## config.mk

```make
export PLATFORM = sky130hd
export DESIGN_NAME = fpp_ctrl
export DESIGN_NICKNAME = d
export VERILOG_FILES = /design/src/rtl/fpp_pkg.sv /design/src/rtl/fpp_ctrl.sv
export VERILOG_INCLUDE_DIRS = /design/src /design/src/rtl
export SDC_FILE = /design/constraint.sdc
export NUM_CORES = 1
export LEC_CHECK = 0
export BUFFER_PORTS_ARGS = -buffer_cell sky130_fd_sc_hd__buf_2
export CORE_MARGIN = 4
export CORE_UTILIZATION = 31
export CTS_BUF_LIST = sky130_fd_sc_hd__clkbuf_2 sky130_fd_sc_hd__clkbuf_4 sky130_fd_sc_hd__clkbuf_8
export DETAILED_ROUTE_END_ITERATION = 10
export PLACE_DENSITY_LB_ADDON = 0.2
export SLEW_MARGIN = 20
export SYNTH_ARGS = -nofsm -noshare
export SYNTH_HDL_FRONTEND = slang
export SYNTH_SLANG_ARGS = --single-unit
```

## constraint.sdc

```tcl
create_clock -name clock -period 2.29 [get_ports clock]
set_input_delay 0.458 -clock clock [delete_from_list [all_inputs] [get_ports clock]]
set_output_delay 0.458 -clock clock [all_outputs]
set_load 0.01 [all_outputs]
```

## src/rtl/floor_plane_projection_defines.svh

```systemverilog
// Assertion macros shared by the floor plane projection RTL.
`ifndef FLOOR_PLANE_PROJECTION_DEFINES_SVH
`define FLOOR_PLANE_PROJECTION_DEFINES_SVH

// Consequent holds in the same cycle as the antecedent.
`define FPP_ASSERT_NOW(label, clk, rst, ante, cons) \
   label: assert property (@(posedge clk) disable iff (rst) (ante) |-> (cons)) \
      else $error("fpp assertion failed");

// Consequent holds in the cycle after the antecedent.
`define FPP_ASSERT_NEXT(label, clk, rst, ante, cons) \
   label: assert property (@(posedge clk) disable iff (rst) (ante) |=> (cons)) \
      else $error("fpp assertion failed");

`endif

```

## src/rtl/fpp_pkg.sv

```systemverilog
// Package with shared types, codes and constants of the floor plane projection unit.
package fpp_pkg;

   localparam int SCREEN_WIDTH_DEF  = 396;
   localparam int SCREEN_HEIGHT_DEF = 224;
   localparam int DEPTH_BITS_DEF    = 16;

   localparam int ROT_SHIFT   = 15;
   localparam int SCALE_SHIFT = 6;
   localparam int OUT_SHIFT   = 2;

   localparam int ACT_W     = 2;
   localparam int PIX_X_W   = 9;
   localparam int PIX_Y_W   = 8;
   localparam int PT_W      = 21;
   localparam int IDX_W     = 8;
   localparam int ENT_W     = 16;
   localparam int TRIG_W    = 17;
   localparam int HOR_W     = 8;
   localparam int OFF_W     = 24;
   localparam int WORLD_W   = 24;
   localparam int SX_W      = 16;
   localparam int SY_W      = 9;
   localparam int DEP_W     = 24;
   localparam int STS_W     = 2;
   localparam int CSR_IDX_W = 3;
   localparam int CSR_DAT_W = 24;
   localparam int Q_W       = 26;
   localparam int CX_W      = 10;
   localparam int MB_W      = 18;

   typedef enum logic [CSR_IDX_W-1:0] {
      CSR_COS      = 3'd0,
      CSR_SIN      = 3'd1,
      CSR_HORIZON  = 3'd2,
      CSR_OFFSET_X = 3'd3,
      CSR_OFFSET_Y = 3'd4
   } fpp_csr_type;

   typedef enum logic [ACT_W-1:0] {
      ACT_LOAD = 2'd0,
      ACT_S2W  = 2'd1,
      ACT_W2S  = 2'd2,
      ACT_NOP  = 2'd3
   } fpp_action_type;

   typedef enum logic [STS_W-1:0] {
      STS_OK   = 2'd0,
      STS_ROW  = 2'd1,
      STS_NEAR = 2'd2
   } fpp_status_type;

   typedef enum logic [4:0] {
      S_IDLE, S_DISPATCH, S_ROW,
      S_SM0, S_SM1, S_SM2, S_SM3, S_SM4, S_SM5,
      S_WM0, S_WM1, S_WM2, S_WM3, S_WM4,
      S_SCAN, S_NUM, S_DIV, S_FIN
   } fpp_state_type;

   typedef enum logic [4:0] {
      STEP_NONE, STEP_ROW,
      STEP_SM0, STEP_SM1, STEP_SM2, STEP_SM3, STEP_SM4, STEP_SM5,
      STEP_WM0, STEP_WM1, STEP_WM2, STEP_WM3, STEP_WM4,
      STEP_SCAN, STEP_NUM, STEP_DIV
   } fpp_step_type;

   typedef struct packed {
      logic         capture;
      fpp_step_type step;
      logic         out_load;
   } fpp_cmd_type;

   typedef struct packed {
      fpp_action_type action;
      logic           row_bad;
      logic           scan_done;
      logic           near;
      logic           div_done;
      logic           out_free;
   } fpp_sts_type;

endpackage

```

## src/rtl/fpp_ctrl.sv

```systemverilog
// Sequencer state machine of the floor plane projection unit.
`include "floor_plane_projection_defines.svh"

module fpp_ctrl (
   input  logic                clock,
   input  logic                reset,
   input  logic                req_valid,
   output logic                req_stall,
   output fpp_pkg::fpp_cmd_type cmd,
   input  fpp_pkg::fpp_sts_type sts
);
   import fpp_pkg::*;

   fpp_state_type state_ff;
   fpp_state_type state_in;

   always_ff @(posedge clock) begin
      if (reset) begin
         state_ff <= S_IDLE;
      end else begin
         state_ff <= state_in;
      end
   end

   always_comb begin
      state_in = state_ff;
      unique case (state_ff)
         S_IDLE: begin
            if (req_valid) state_in = S_DISPATCH;
         end
         S_DISPATCH: begin
            unique case (sts.action)
               ACT_S2W: state_in = S_ROW;
               ACT_W2S: state_in = S_WM0;
               default: state_in = S_FIN;
            endcase
         end
         S_ROW:  state_in = sts.row_bad ? S_FIN : S_SM0;
         S_SM0:  state_in = S_SM1;
         S_SM1:  state_in = S_SM2;
         S_SM2:  state_in = S_SM3;
         S_SM3:  state_in = S_SM4;
         S_SM4:  state_in = S_SM5;
         S_SM5:  state_in = S_FIN;
         S_WM0:  state_in = S_WM1;
         S_WM1:  state_in = S_WM2;
         S_WM2:  state_in = S_WM3;
         S_WM3:  state_in = S_WM4;
         S_WM4:  state_in = S_SCAN;
         S_SCAN: begin
            if (sts.scan_done) state_in = S_NUM;
         end
         S_NUM:  state_in = sts.near ? S_FIN : S_DIV;
         S_DIV: begin
            if (sts.div_done) state_in = S_FIN;
         end
         S_FIN: begin
            if (sts.out_free) state_in = S_IDLE;
         end
         default: state_in = S_IDLE;
      endcase
   end

   always_comb begin
      req_stall    = (state_ff != S_IDLE);
      cmd.capture  = (state_ff == S_IDLE) && req_valid;
      cmd.out_load = (state_ff == S_FIN) && sts.out_free;
      unique case (state_ff)
         S_ROW:   cmd.step = STEP_ROW;
         S_SM0:   cmd.step = STEP_SM0;
         S_SM1:   cmd.step = STEP_SM1;
         S_SM2:   cmd.step = STEP_SM2;
         S_SM3:   cmd.step = STEP_SM3;
         S_SM4:   cmd.step = STEP_SM4;
         S_SM5:   cmd.step = STEP_SM5;
         S_WM0:   cmd.step = STEP_WM0;
         S_WM1:   cmd.step = STEP_WM1;
         S_WM2:   cmd.step = STEP_WM2;
         S_WM3:   cmd.step = STEP_WM3;
         S_WM4:   cmd.step = STEP_WM4;
         S_SCAN:  cmd.step = STEP_SCAN;
         S_NUM:   cmd.step = STEP_NUM;
         S_DIV:   cmd.step = STEP_DIV;
         default: cmd.step = STEP_NONE;
      endcase
   end

   `FPP_ASSERT_NEXT(a_capture_dispatch, clock, reset, cmd.capture, state_ff == S_DISPATCH)
   `FPP_ASSERT_NEXT(a_div_ends_fin, clock, reset, (state_ff == S_DIV) && sts.div_done, state_ff == S_FIN)
   `FPP_ASSERT_NEXT(a_fin_holds, clock, reset, (state_ff == S_FIN) && !sts.out_free, state_ff == S_FIN)

endmodule

```

# After elaboration in Yosys (flattened, before gate mapping)
# Memories as Yosys holds them, arrays and structs flattened. A register that Yosys moved wholly into a read port is not among the register bits.
# Cells that the tools add are included.
totals:
  mem_bits_rw: 0
  mem_bits_ro: 128
  latchBits: 0
  word_cells: 40
  mem_count: 1
  in_bits: 10
  output_inout_bits: 8
  ff_bits: 5
mem_list:
  columns: ["memory", "depth", "word_bits", "read_ports", "rd_ports_with_merged_regs", "wr", "line", "source"]
  rows:
  - ["(name not given)", 32, 4, 1, 1, 0, "fpp_ctrl.sv:68", "unique case (state_ff)"]
op_classes:
  div: 0
  bitwise_logic: 0
  n_shift: 0
  magnitude_cmp: 0
  n_reduce_logical: 5
  mul: 0
  n_eq_ne: 23
  add_sub_neg: 0
  muxes: 10
op_table:
  columns: ["op", "count"]
  rows:
  - ["$pmux 5 s18", 1]
  - ["$eq 5x4->1 const B", 8]
  - ["$mux 5", 7]
  - ["$eq 5x3->1 const B", 4]
  - ["$eq 5x2->1 const B", 2]
  - ["$eq 5x5->1 const B", 2]
  - ["$pmux 5 s2", 1]
  - ["$ne 2x2->1 const B", 4]
  - ["$eq 5x1->1 const B", 1]
  - ["$logic_not 5->1", 1]
  - ["$reduce_bool 5->1", 1]
  - ["$reduce_and 4->1", 1]
  - ["$eq 2x1->1 const B", 1]
  - ["$eq 2x2->1 const B", 1]
  - ["$logic_and 1x1->1", 2]
  - ["$mux 1", 1]

# Longest topological paths before layout
# Gate-level depths: netlist of run 1.
logic_depth:
  ltp_word: 5
  depth_mapped: 12
  ltp_nobuf: 12

# Worst setup path before layout of run 1
# No wires, ideal clock.
synth_path:
  kind: "input to register"
  from: "in sts[6] (netlist bit)"
  to: "reg cmd[2] (netlist name)"
  arrival_time_ps: 2189
  required_time_ps: 2169
  path_buffers: 0
  path_stages: 10
  setup_slack_ps: -20
  setup_ps: 121
  path_cell_list: "inv_1 -> ha_1 -> o21ai_0 -> and2_1 -> a311oi_1 -> o32ai_1 -> and2_1 -> ha_1 -> o31a_1 -> mux2_4"
synth_via:
  elab_chain_cells: 5
  elab_cells_between_ends: 6
  cone_classes: "eq/ne (2); mux (4)"
synth_rtl:
  columns: ["item", "line", "source"]
  rows:
  - ["start, declared", "fpp_ctrl.sv:10", "input fpp_pkg::fpp_sts_type sts"]
  - ["$eq 2x2->1 or $eq 2x1->1 (tied branches)", "fpp_ctrl.sv:32", "unique case (sts.action)"]
  - ["$pmux 5 s2 *", "fpp_ctrl.sv:32", null]
  - ["$pmux 5 s18 *", "fpp_ctrl.sv:27", "unique case (state_ff)"]
  - ["$mux 5 (no line) * (2 in series)", null, null]
# Mark *: on every way between the ends. The rest lies on a longest branch, timed or not.
# A chain may end at the register's enable or synchronous reset.

# Worst setup path after layout of run 1
layout_path:
  from: "in sts[6] (netlist bit)"
  to: "reg cmd[2] (netlist name)"
layout_via:
  elab_chain_cells: 5
  elab_cells_between_ends: 6
  cone_classes: "eq/ne (2); mux (4)"
layout_rtl:
  columns: ["item", "line"]
  rows:
  - ["$eq 2x2->1 or $eq 2x1->1 (tied branches)", "fpp_ctrl.sv:32"]
  - ["$pmux 5 s2 *", "fpp_ctrl.sv:32"]
  - ["$pmux 5 s18 *", "fpp_ctrl.sv:27"]
  - ["$mux 5 (no line) * (2 in series)", null]
# Marked as above.

==> results.sh, run 1 <==
export IMPL_first_pass_iters=4
export IMPL_dieArea_um2=3280
export IMPL_clockBufferDepth=2
export IMPL_placementRows=17
export IMPL_cts_htree_levels=1
export IMPL_finalWirelength_um=1640
export IMPL_synth_fp_nets=108
export IMPL_cts_buffers_inserted=3
export IMPL_syn_avg_cell_area_um2=8.10
export IMPL_yosysSeqAreaShare_pct=23.9
export IMPL_post_dp_hpwl_um=1320
export IMPL_clock_latency_ns=0.26
export IMPL_worst_path_max_delay_cell="a311oi_2"
export IMPL_gp_congestion=0.866
export IMPL_grt_pass1_vias=665
export IMPL_final_core_util_pct=41.2
export IMPL_drc=0
export IMPL_slew_violations=0
export IMPL_crit_buf_inv=2
export IMPL_worstPathRequired_ns=2.44
export IMPL_end_kind="flip-flop"
export IMPL_finalCritPeriodShare_pct=95.3
export IMPL_path_cells="buf_2 > inv_1 > ha_1 > o21ai_0 > and2_1 > a311oi_2 > o32ai_2 > and2_1 > ha_1 > o31a_1 > mux2_4"
export IMPL_area_delta_synth_final_pct=23.4
export IMPL_cts_tree="yes"
export IMPL_fin_ws_ns=0.108
export IMPL_status="complete, no violations"
export IMPL_io_pins=18
export IMPL_critPathMaxFanout=2
export IMPL_cellLeakagePower_nw=0.464
export IMPL_arrival_ns=2.33
export IMPL_overflow=0
export IMPL_synthCells=93
export IMPL_worstHoldPathCells=3
export IMPL_antenna_found_initial=0
export IMPL_setup_viol=0
export IMPL_power_w=0.000855
export IMPL_grtUsageTotal_pct=10.4
export IMPL_drtAntennaViolNets=0
export IMPL_hold_start="reset"
export IMPL_min_period_ns=2.18
export IMPL_clk_pin_slew_ns=0.06
export IMPL_ff2ff_path_depth=10
export IMPL_power_density_nw_per_um2=920
export IMPL_fillers=244
export IMPL_worstReg2RegEnd="cmd[2]$_DFF_P_"
export IMPL_clock_sinks=9
export IMPL_vias=694
export IMPL_critical_path_max_stage_delay_ns=0.29
export IMPL_start_util_pct=33.4
export IMPL_worstSetupPathType="input port to flip-flop"
export IMPL_routedWlPerCell_um=11.4
export IMPL_ir_worst_vdd_mv=0.514
export IMPL_path_delay_family="compound AO/OA/AOI/OAI gates"
export IMPL_start_kind="input port"
export IMPL_core_area_um2=2250
export IMPL_hold_violations=0
export IMPL_timing_fmax_mhz=458
export IMPL_skew_ns=0.00483
export IMPL_syn_area_um2=753
export IMPL_cts_root_buf="clkbuf_4"
export IMPL_cap_violations=0
export IMPL_die_x_um=57.3
export IMPL_holdPathEnd="state_ff[0]$_SDFFE_PP0N_"
export IMPL_rrSetupSlack_ns=0.11
export IMPL_ys_ff_latch=9
export IMPL_hold_path_class="input port to flip-flop"
export IMPL_drive_above_1_share_pct=37.1
export IMPL_drtIter0Drc=18
export IMPL_r2r_start="state_ff[3]$_SDFFE_PP0N_"
export IMPL_diodes=0
export IMPL_nets=132
export IMPL_synthDistinctLibCells=36
export IMPL_io_buffer_count=16
export IMPL_grt_max_degree=10
export IMPL_dp_slack_ns=-0.170
export IMPL_vias_per_cell=4.82
export IMPL_yosysWarnings=0
export IMPL_grt_pass1_wl_um=2720
export IMPL_die_height_um=57.3
export IMPL_postCtsHoldBufs=0
==> how the worst max path moves through the flow <==
| stage | to | slack [ns] | cells past startpoint | start |
|---|---|---|---|---|
| floorplan | cmd[2]$_DFF_P_ | 0.04 | 10 | sts[6] |
| global placement | cmd[2]$_DFF_P_ | -0.14 | 11 | sts[6] |
| CTS | cmd[2]$_DFF_P_ | 0.06 | 10 | state_ff[1]$_SDFFE_PP0N_ |
| global route | cmd[2]$_DFF_P_ | -0.01 | 10 | state_ff[3]$_SDFFE_PP0N_ |
| detailed placement | cmd[2]$_DFF_P_ | -0.17 | 11 | sts[6] |
| finish | cmd[2]$_DFF_P_ | 0.11 | 11 | sts[6] |
==> layer usage <==
metal	routed length, µm	up-vias	track usage, %
li1	-	364	-
met1	805	311	13.3
met2	714	19	16.2
met3	123	0	5.43
met4	0	0	0.993
met5	0	-	0
==> final cells by class <==
| class | instances | area, µm² | share of cell area, % |
|---|---|---|---|
| Clock buffer | 4 | 30.0 | 3.23 |
| Inverter | 11 | 41.3 | 4.44 |
| Multi-Input combinational cell | 66 | 488 | 52.5 |
| Sequential cell | 9 | 180 | 19.4 |
| Tap cell | 28 | 35.0 | 3.77 |
| Timing Repair Buffer | 26 | 155 | 16.7 |
==> logic make-up (layout without fill, tap and decap cells) <==
group,Yosys count,in the layout,share of synthesized area (%)
XOR/XNOR,2,2,2.33
other,1,1,0.498
adder cells (fa/ha/maj),5,5,8.31
AO/OA/AOI/OAI,21,21,22.1
buffers and inverters,18,41,13.1
flip-flops,9,9,23.9
AND/OR/NAND/NOR,36,36,27.7
multiplexers,1,1,1.99
==> cell usage in the layout, fill, tap and decap left out <==
master / n
nor3_4: 1
o31a_1: 1
o21ai_2: 1
nand2b_4: 1
nand3_1: 1
mux2_4: 1
nor3b_1: 1
and2_1: 3
buf_2: 16
o22ai_2: 1
o31ai_1: 3
o32ai_2: 1
ha_1: 5
a311oi_2: 1
nand2_1: 8
o21ai_1: 1
a21boi_2: 1
nor3_1: 3
and2_4: 1
buf_4: 10
clkbuf_4: 4
and3_1: 5
nand2_2: 1
xor2_1: 2
a21oi_1: 1
o21ai_0: 5
a22oi_1: 1
inv_1: 11
dfxtp_1: 9
a221oi_2: 1
nand2b_1: 2
conb_1: 1
and4b_4: 1
o22ai_1: 2
nor2_1: 8
o221ai_2: 1
==> state kept, by name, summed over array words and instances (netlist names) <==
register	cells
state_ff	5
cmd	4
==> synthesized netlist by cell type, drive strengths merged <==
| master | n | area [µm²] |
|---|---|---|
| o32ai | 1 | 8.76 |
| a311oi | 1 | 8.76 |
| inv | 11 | 41.3 |
| and4b | 1 | 13.8 |
| o31ai | 3 | 22.5 |
| nand3 | 1 | 5.00 |
| a21boi | 1 | 11.3 |
| o221ai | 1 | 15.0 |
| a22oi | 1 | 7.51 |
| buf | 7 | 57.6 |
| nand2b | 3 | 26.3 |
| and2 | 4 | 27.5 |
| a221oi | 1 | 15.0 |
| mux2 | 1 | 15.0 |
| and3 | 5 | 31.3 |
| nand2 | 9 | 36.3 |
| o22ai | 3 | 25.0 |
| o21ai | 7 | 38.8 |
| nor3 | 4 | 31.3 |
| nor2 | 8 | 30.0 |
| nor3b | 1 | 7.51 |
| dfxtp | 9 | 180 |
| ha | 5 | 62.6 |
| o31a | 1 | 8.76 |
| a21oi | 1 | 5.00 |
| xor2 | 2 | 17.5 |
| conb | 1 | 3.75 |
==> report_power, final <==
| group | leakage [nW] | internal (W) | switching (W) |
|---|---|---|---|
| logic | 0.372 | 0.000237 | 0.000253 |
| registers | 0.0735 | 0.000200 | 0.0000320 |
| clock network | 0.0184 | 0.0000789 | 0.0000540 |
| total | 0.464 | 0.000516 | 0.000339 |
==> worst reg2reg max path, stage by stage (launching register included) <==
cell,delay (ns)
dfxtp_1,0.35
nor3_4,0.26
and3_1,0.22
o221ai_2,0.12
o32ai_2,0.17
and2_1,0.20
inv_1,0.05
ha_1,0.29
o21ai_2,0.05
o31a_1,0.10
mux2_4,0.26
==> repair_timing <==
action,4_1_cts,5_1_grt
gates resized for setup,0,1
endpoints found under the hold margin,0,0
setup buffers,0,1
setup endpoints to repair,0,1
==> stage by stage <==
| step | hold slack [ns] | TNS (ns) | cell area, µm² | std cells |
|---|---|---|---|---|
| floorplan | 0.664 | 0 | 759 | 93 |
| global placement | 0.826 | -0.144 | 885 | 139 |
| detailed placement | 0.822 | -0.247 | 885 | 139 |
| CTS | 0.547 | 0 | 915 | 143 |
| global route | 0.568 | -0.0142 | 930 | 144 |
| finish | 0.554 | 0 | 930 | 144 |
Power figures use the tool's default switching activity.
==> run 2, diff against run 1 <==
--- a/config.mk
+++ b/config.mk
@@ -8,3 +8,3 @@
 export LEC_CHECK = 0
-export BUFFER_PORTS_ARGS = -buffer_cell sky130_fd_sc_hd__buf_2
+export BUFFER_PORTS_ARGS = -buffer_cell sky130_fd_sc_hd__buf_4
 export CORE_MARGIN = 4
@@ -14,3 +14,2 @@
 export PLACE_DENSITY_LB_ADDON = 0.2
-export SLEW_MARGIN = 20
 export SYNTH_ARGS = -nofsm -noshare
==> constraint.sdc (replaced) <==
create_clock -name clock -period 2.29 [get_ports clock]
set_input_delay 0.3435 -clock clock [delete_from_list [all_inputs] [get_ports clock]]
set_output_delay 0.3435 -clock clock [all_outputs]
set_load 0.01 [all_outputs]
==> results.sh, run 2 (synthesis gave the netlist of run 1 again) <==
export IMPL_status="complete, no violations"
export IMPL_nets=134
export IMPL_worstSetupPathType="flip-flop to flip-flop"
export IMPL_core_area_um2=2250
export IMPL_drive_above_1_share_pct=41.5
export IMPL_clk_pin_slew_ns=0.06
export IMPL_finalWirelength_um=1810
export IMPL_layout_commonest_cell="buf_4"
export IMPL_fin_tns_setup_ns=0
export IMPL_drc=0
export IMPL_power_w=0.000903
export IMPL_grt_pass1_vias=703
export IMPL_diodes=0
export IMPL_die_x_um=57.3
export IMPL_rrSetupSlack_ns=0.14
export IMPL_arrival_ns=2.30
export IMPL_post_dp_hpwl_um=1500
export IMPL_ir_worst_vdd_mv=0.647
export IMPL_crit_start="state_ff[3]$_SDFFE_PP0N_"
export IMPL_p_comb_share_pct=58.1
export IMPL_cap_violations=0
export IMPL_area_delta_synth_final_pct=31.6
export IMPL_io_pins=18
export IMPL_dieArea_um2=3280
export IMPL_routedWlPerCell_um=12.4
export IMPL_grtUsageTotal_pct=11.8
export IMPL_start_util_pct=33.4
export IMPL_clockBufferDepth=2
export IMPL_intPower_w=0.000548
export IMPL_cts_tree="yes"
export IMPL_power_switching_w=0.000355
export IMPL_r2r_start="state_ff[3]$_SDFFE_PP0N_"
export IMPL_cts_buffers_inserted=3
export IMPL_cellLeakagePower_nw=0.488
export IMPL_power_density_nw_per_um2=911
export IMPL_postCtsHoldBufs=0
export IMPL_drtIter0Drc=16
export IMPL_timing_fmax_mhz=466
export IMPL_largest_reg_flops=5
export IMPL_hold_violations=0
export IMPL_cts_root_buf="clkbuf_4"
export IMPL_clock_sinks=9
export IMPL_worstPathRequired_ns=2.45
export IMPL_top_register="state_ff"
export IMPL_vias=714
export IMPL_drtAntennaViolNets=0
export IMPL_slew_violations=0
export IMPL_p_clk_share_pct=15.4
export IMPL_end_kind="flip-flop"
export IMPL_antenna_found_initial=0
export IMPL_worstReg2RegEnd="cmd[2]$_DFF_P_"
export IMPL_die_height_um=57.3
export IMPL_swShare_pct=39.3
export IMPL_io_buffer_count=16
export IMPL_overflow=0
export IMPL_p_seq_share_pct=26.5
export IMPL_hold_start="reset"
export IMPL_crit_path_end="cmd[2]$_DFF_P_"
export IMPL_hold_path_class="input port to flip-flop"
export IMPL_skew_ns=0.00227
export IMPL_vias_per_cell=4.89
export IMPL_grt_max_degree=9
export IMPL_rsz0062_at_grt="no"
export IMPL_grt_pass1_wl_um=3070
export IMPL_finalCritPeriodShare_pct=93.7
export IMPL_placementRows=17
export IMPL_critPathMaxFanout=5
export IMPL_layout_common_cells="buf_4 (28), inv_1 (11), nand2_1 (8)"
export IMPL_setup_viol=0
export IMPL_start_kind="flip-flop"
export IMPL_first_pass_iters=4
export IMPL_cts_htree_levels=1
export IMPL_ff2ff_path_depth=8
export IMPL_gp_congestion=0.880
export IMPL_clock_latency_ns=0.27
export IMPL_final_cells=146
export IMPL_min_period_ns=2.15
export IMPL_place_inst=142
run 2: cell types whose count changed in the layout (fill, tap and decap cells not counted), sizes merged:
cell,delta
buf,+2
run 2: repair_timing:
item,in CTS,in global routing
pin swaps,0,1
hold endpoints to repair,0,0
buffers inserted,0,0
endpoints found under the setup margin,1,1
gates resized for setup,1,5
run 2: worst min-delay path by stage:
stage                               end  depth (start not counted)
6_report       state_ff[0]$_SDFFE_PP0N_                          3
5_1_grt        state_ff[0]$_SDFFE_PP0N_                          3
4_1_cts        state_ff[0]$_SDFFE_PP0N_                          3
3_5_place_dp   state_ff[0]$_SDFFE_PP0N_                          3
3_3_place_gp   state_ff[0]$_SDFFE_PP0N_                          3
2_1_floorplan  state_ff[1]$_SDFFE_PP0N_                          3
run 2: layout make-up:
cell class | instances | area (µm²)
Fill cell | 235 | 1260
Multi-Input combinational cell | 66 | 490
Timing Repair Buffer | 28 | 210
Sequential cell | 9 | 184
Inverter | 11 | 41.3
Tap cell | 28 | 35.0
Clock buffer | 4 | 30.0
run 2: power by group through the flow:
stage	clock network [W]	registers [W]	logic, W
global route	0.000146	0.000247	0.000586
CTS	0.000137	0.000237	0.000521
global placement	0	0.000238	0.000500
detailed placement	0	0.000239	0.000513
finish	0.000139	0.000239	0.000524
floorplan	0	0.000233	0.000329
run 2: metal layers:
metal / vias up / global-route usage (%) / routed length (µm)
li1: 365 / - / -
met1: 322 / 15.6 / 859
met2: 23 / 18.8 / 817
met3: 4 / 2.04 / 94
met4: 0 / 4.97 / 35
met5: - / 0 / 0
run 2: worst max-delay path, stage by stage, from the launching register on:
cell,delay (ns)
dfxtp_1,0.45
nor3_4,0.08
and2_1,0.16
a311oi_2,0.26
o32ai_2,0.15
and2_1,0.19
ha_1,0.19
o31a_1,0.29
mux2_4,0.27
run 2: metrics by stage:
| step | instance area (µm²) | hold slack, ns | utilization (%) | worst slack (ns) |
|---|---|---|---|---|
| floorplan | 753 | 0.558 | - | 0.0942 |
| global placement | 941 | 0.701 | 41.7 | -0.156 |
| detailed placement | 941 | 0.691 | 41.7 | -0.205 |
| CTS | 977 | 0.414 | 43.3 | 0.0313 |
| global route | 991 | 0.441 | 44.0 | 0.0138 |
| finish | 991 | 0.401 | 44.0 | 0.145 |
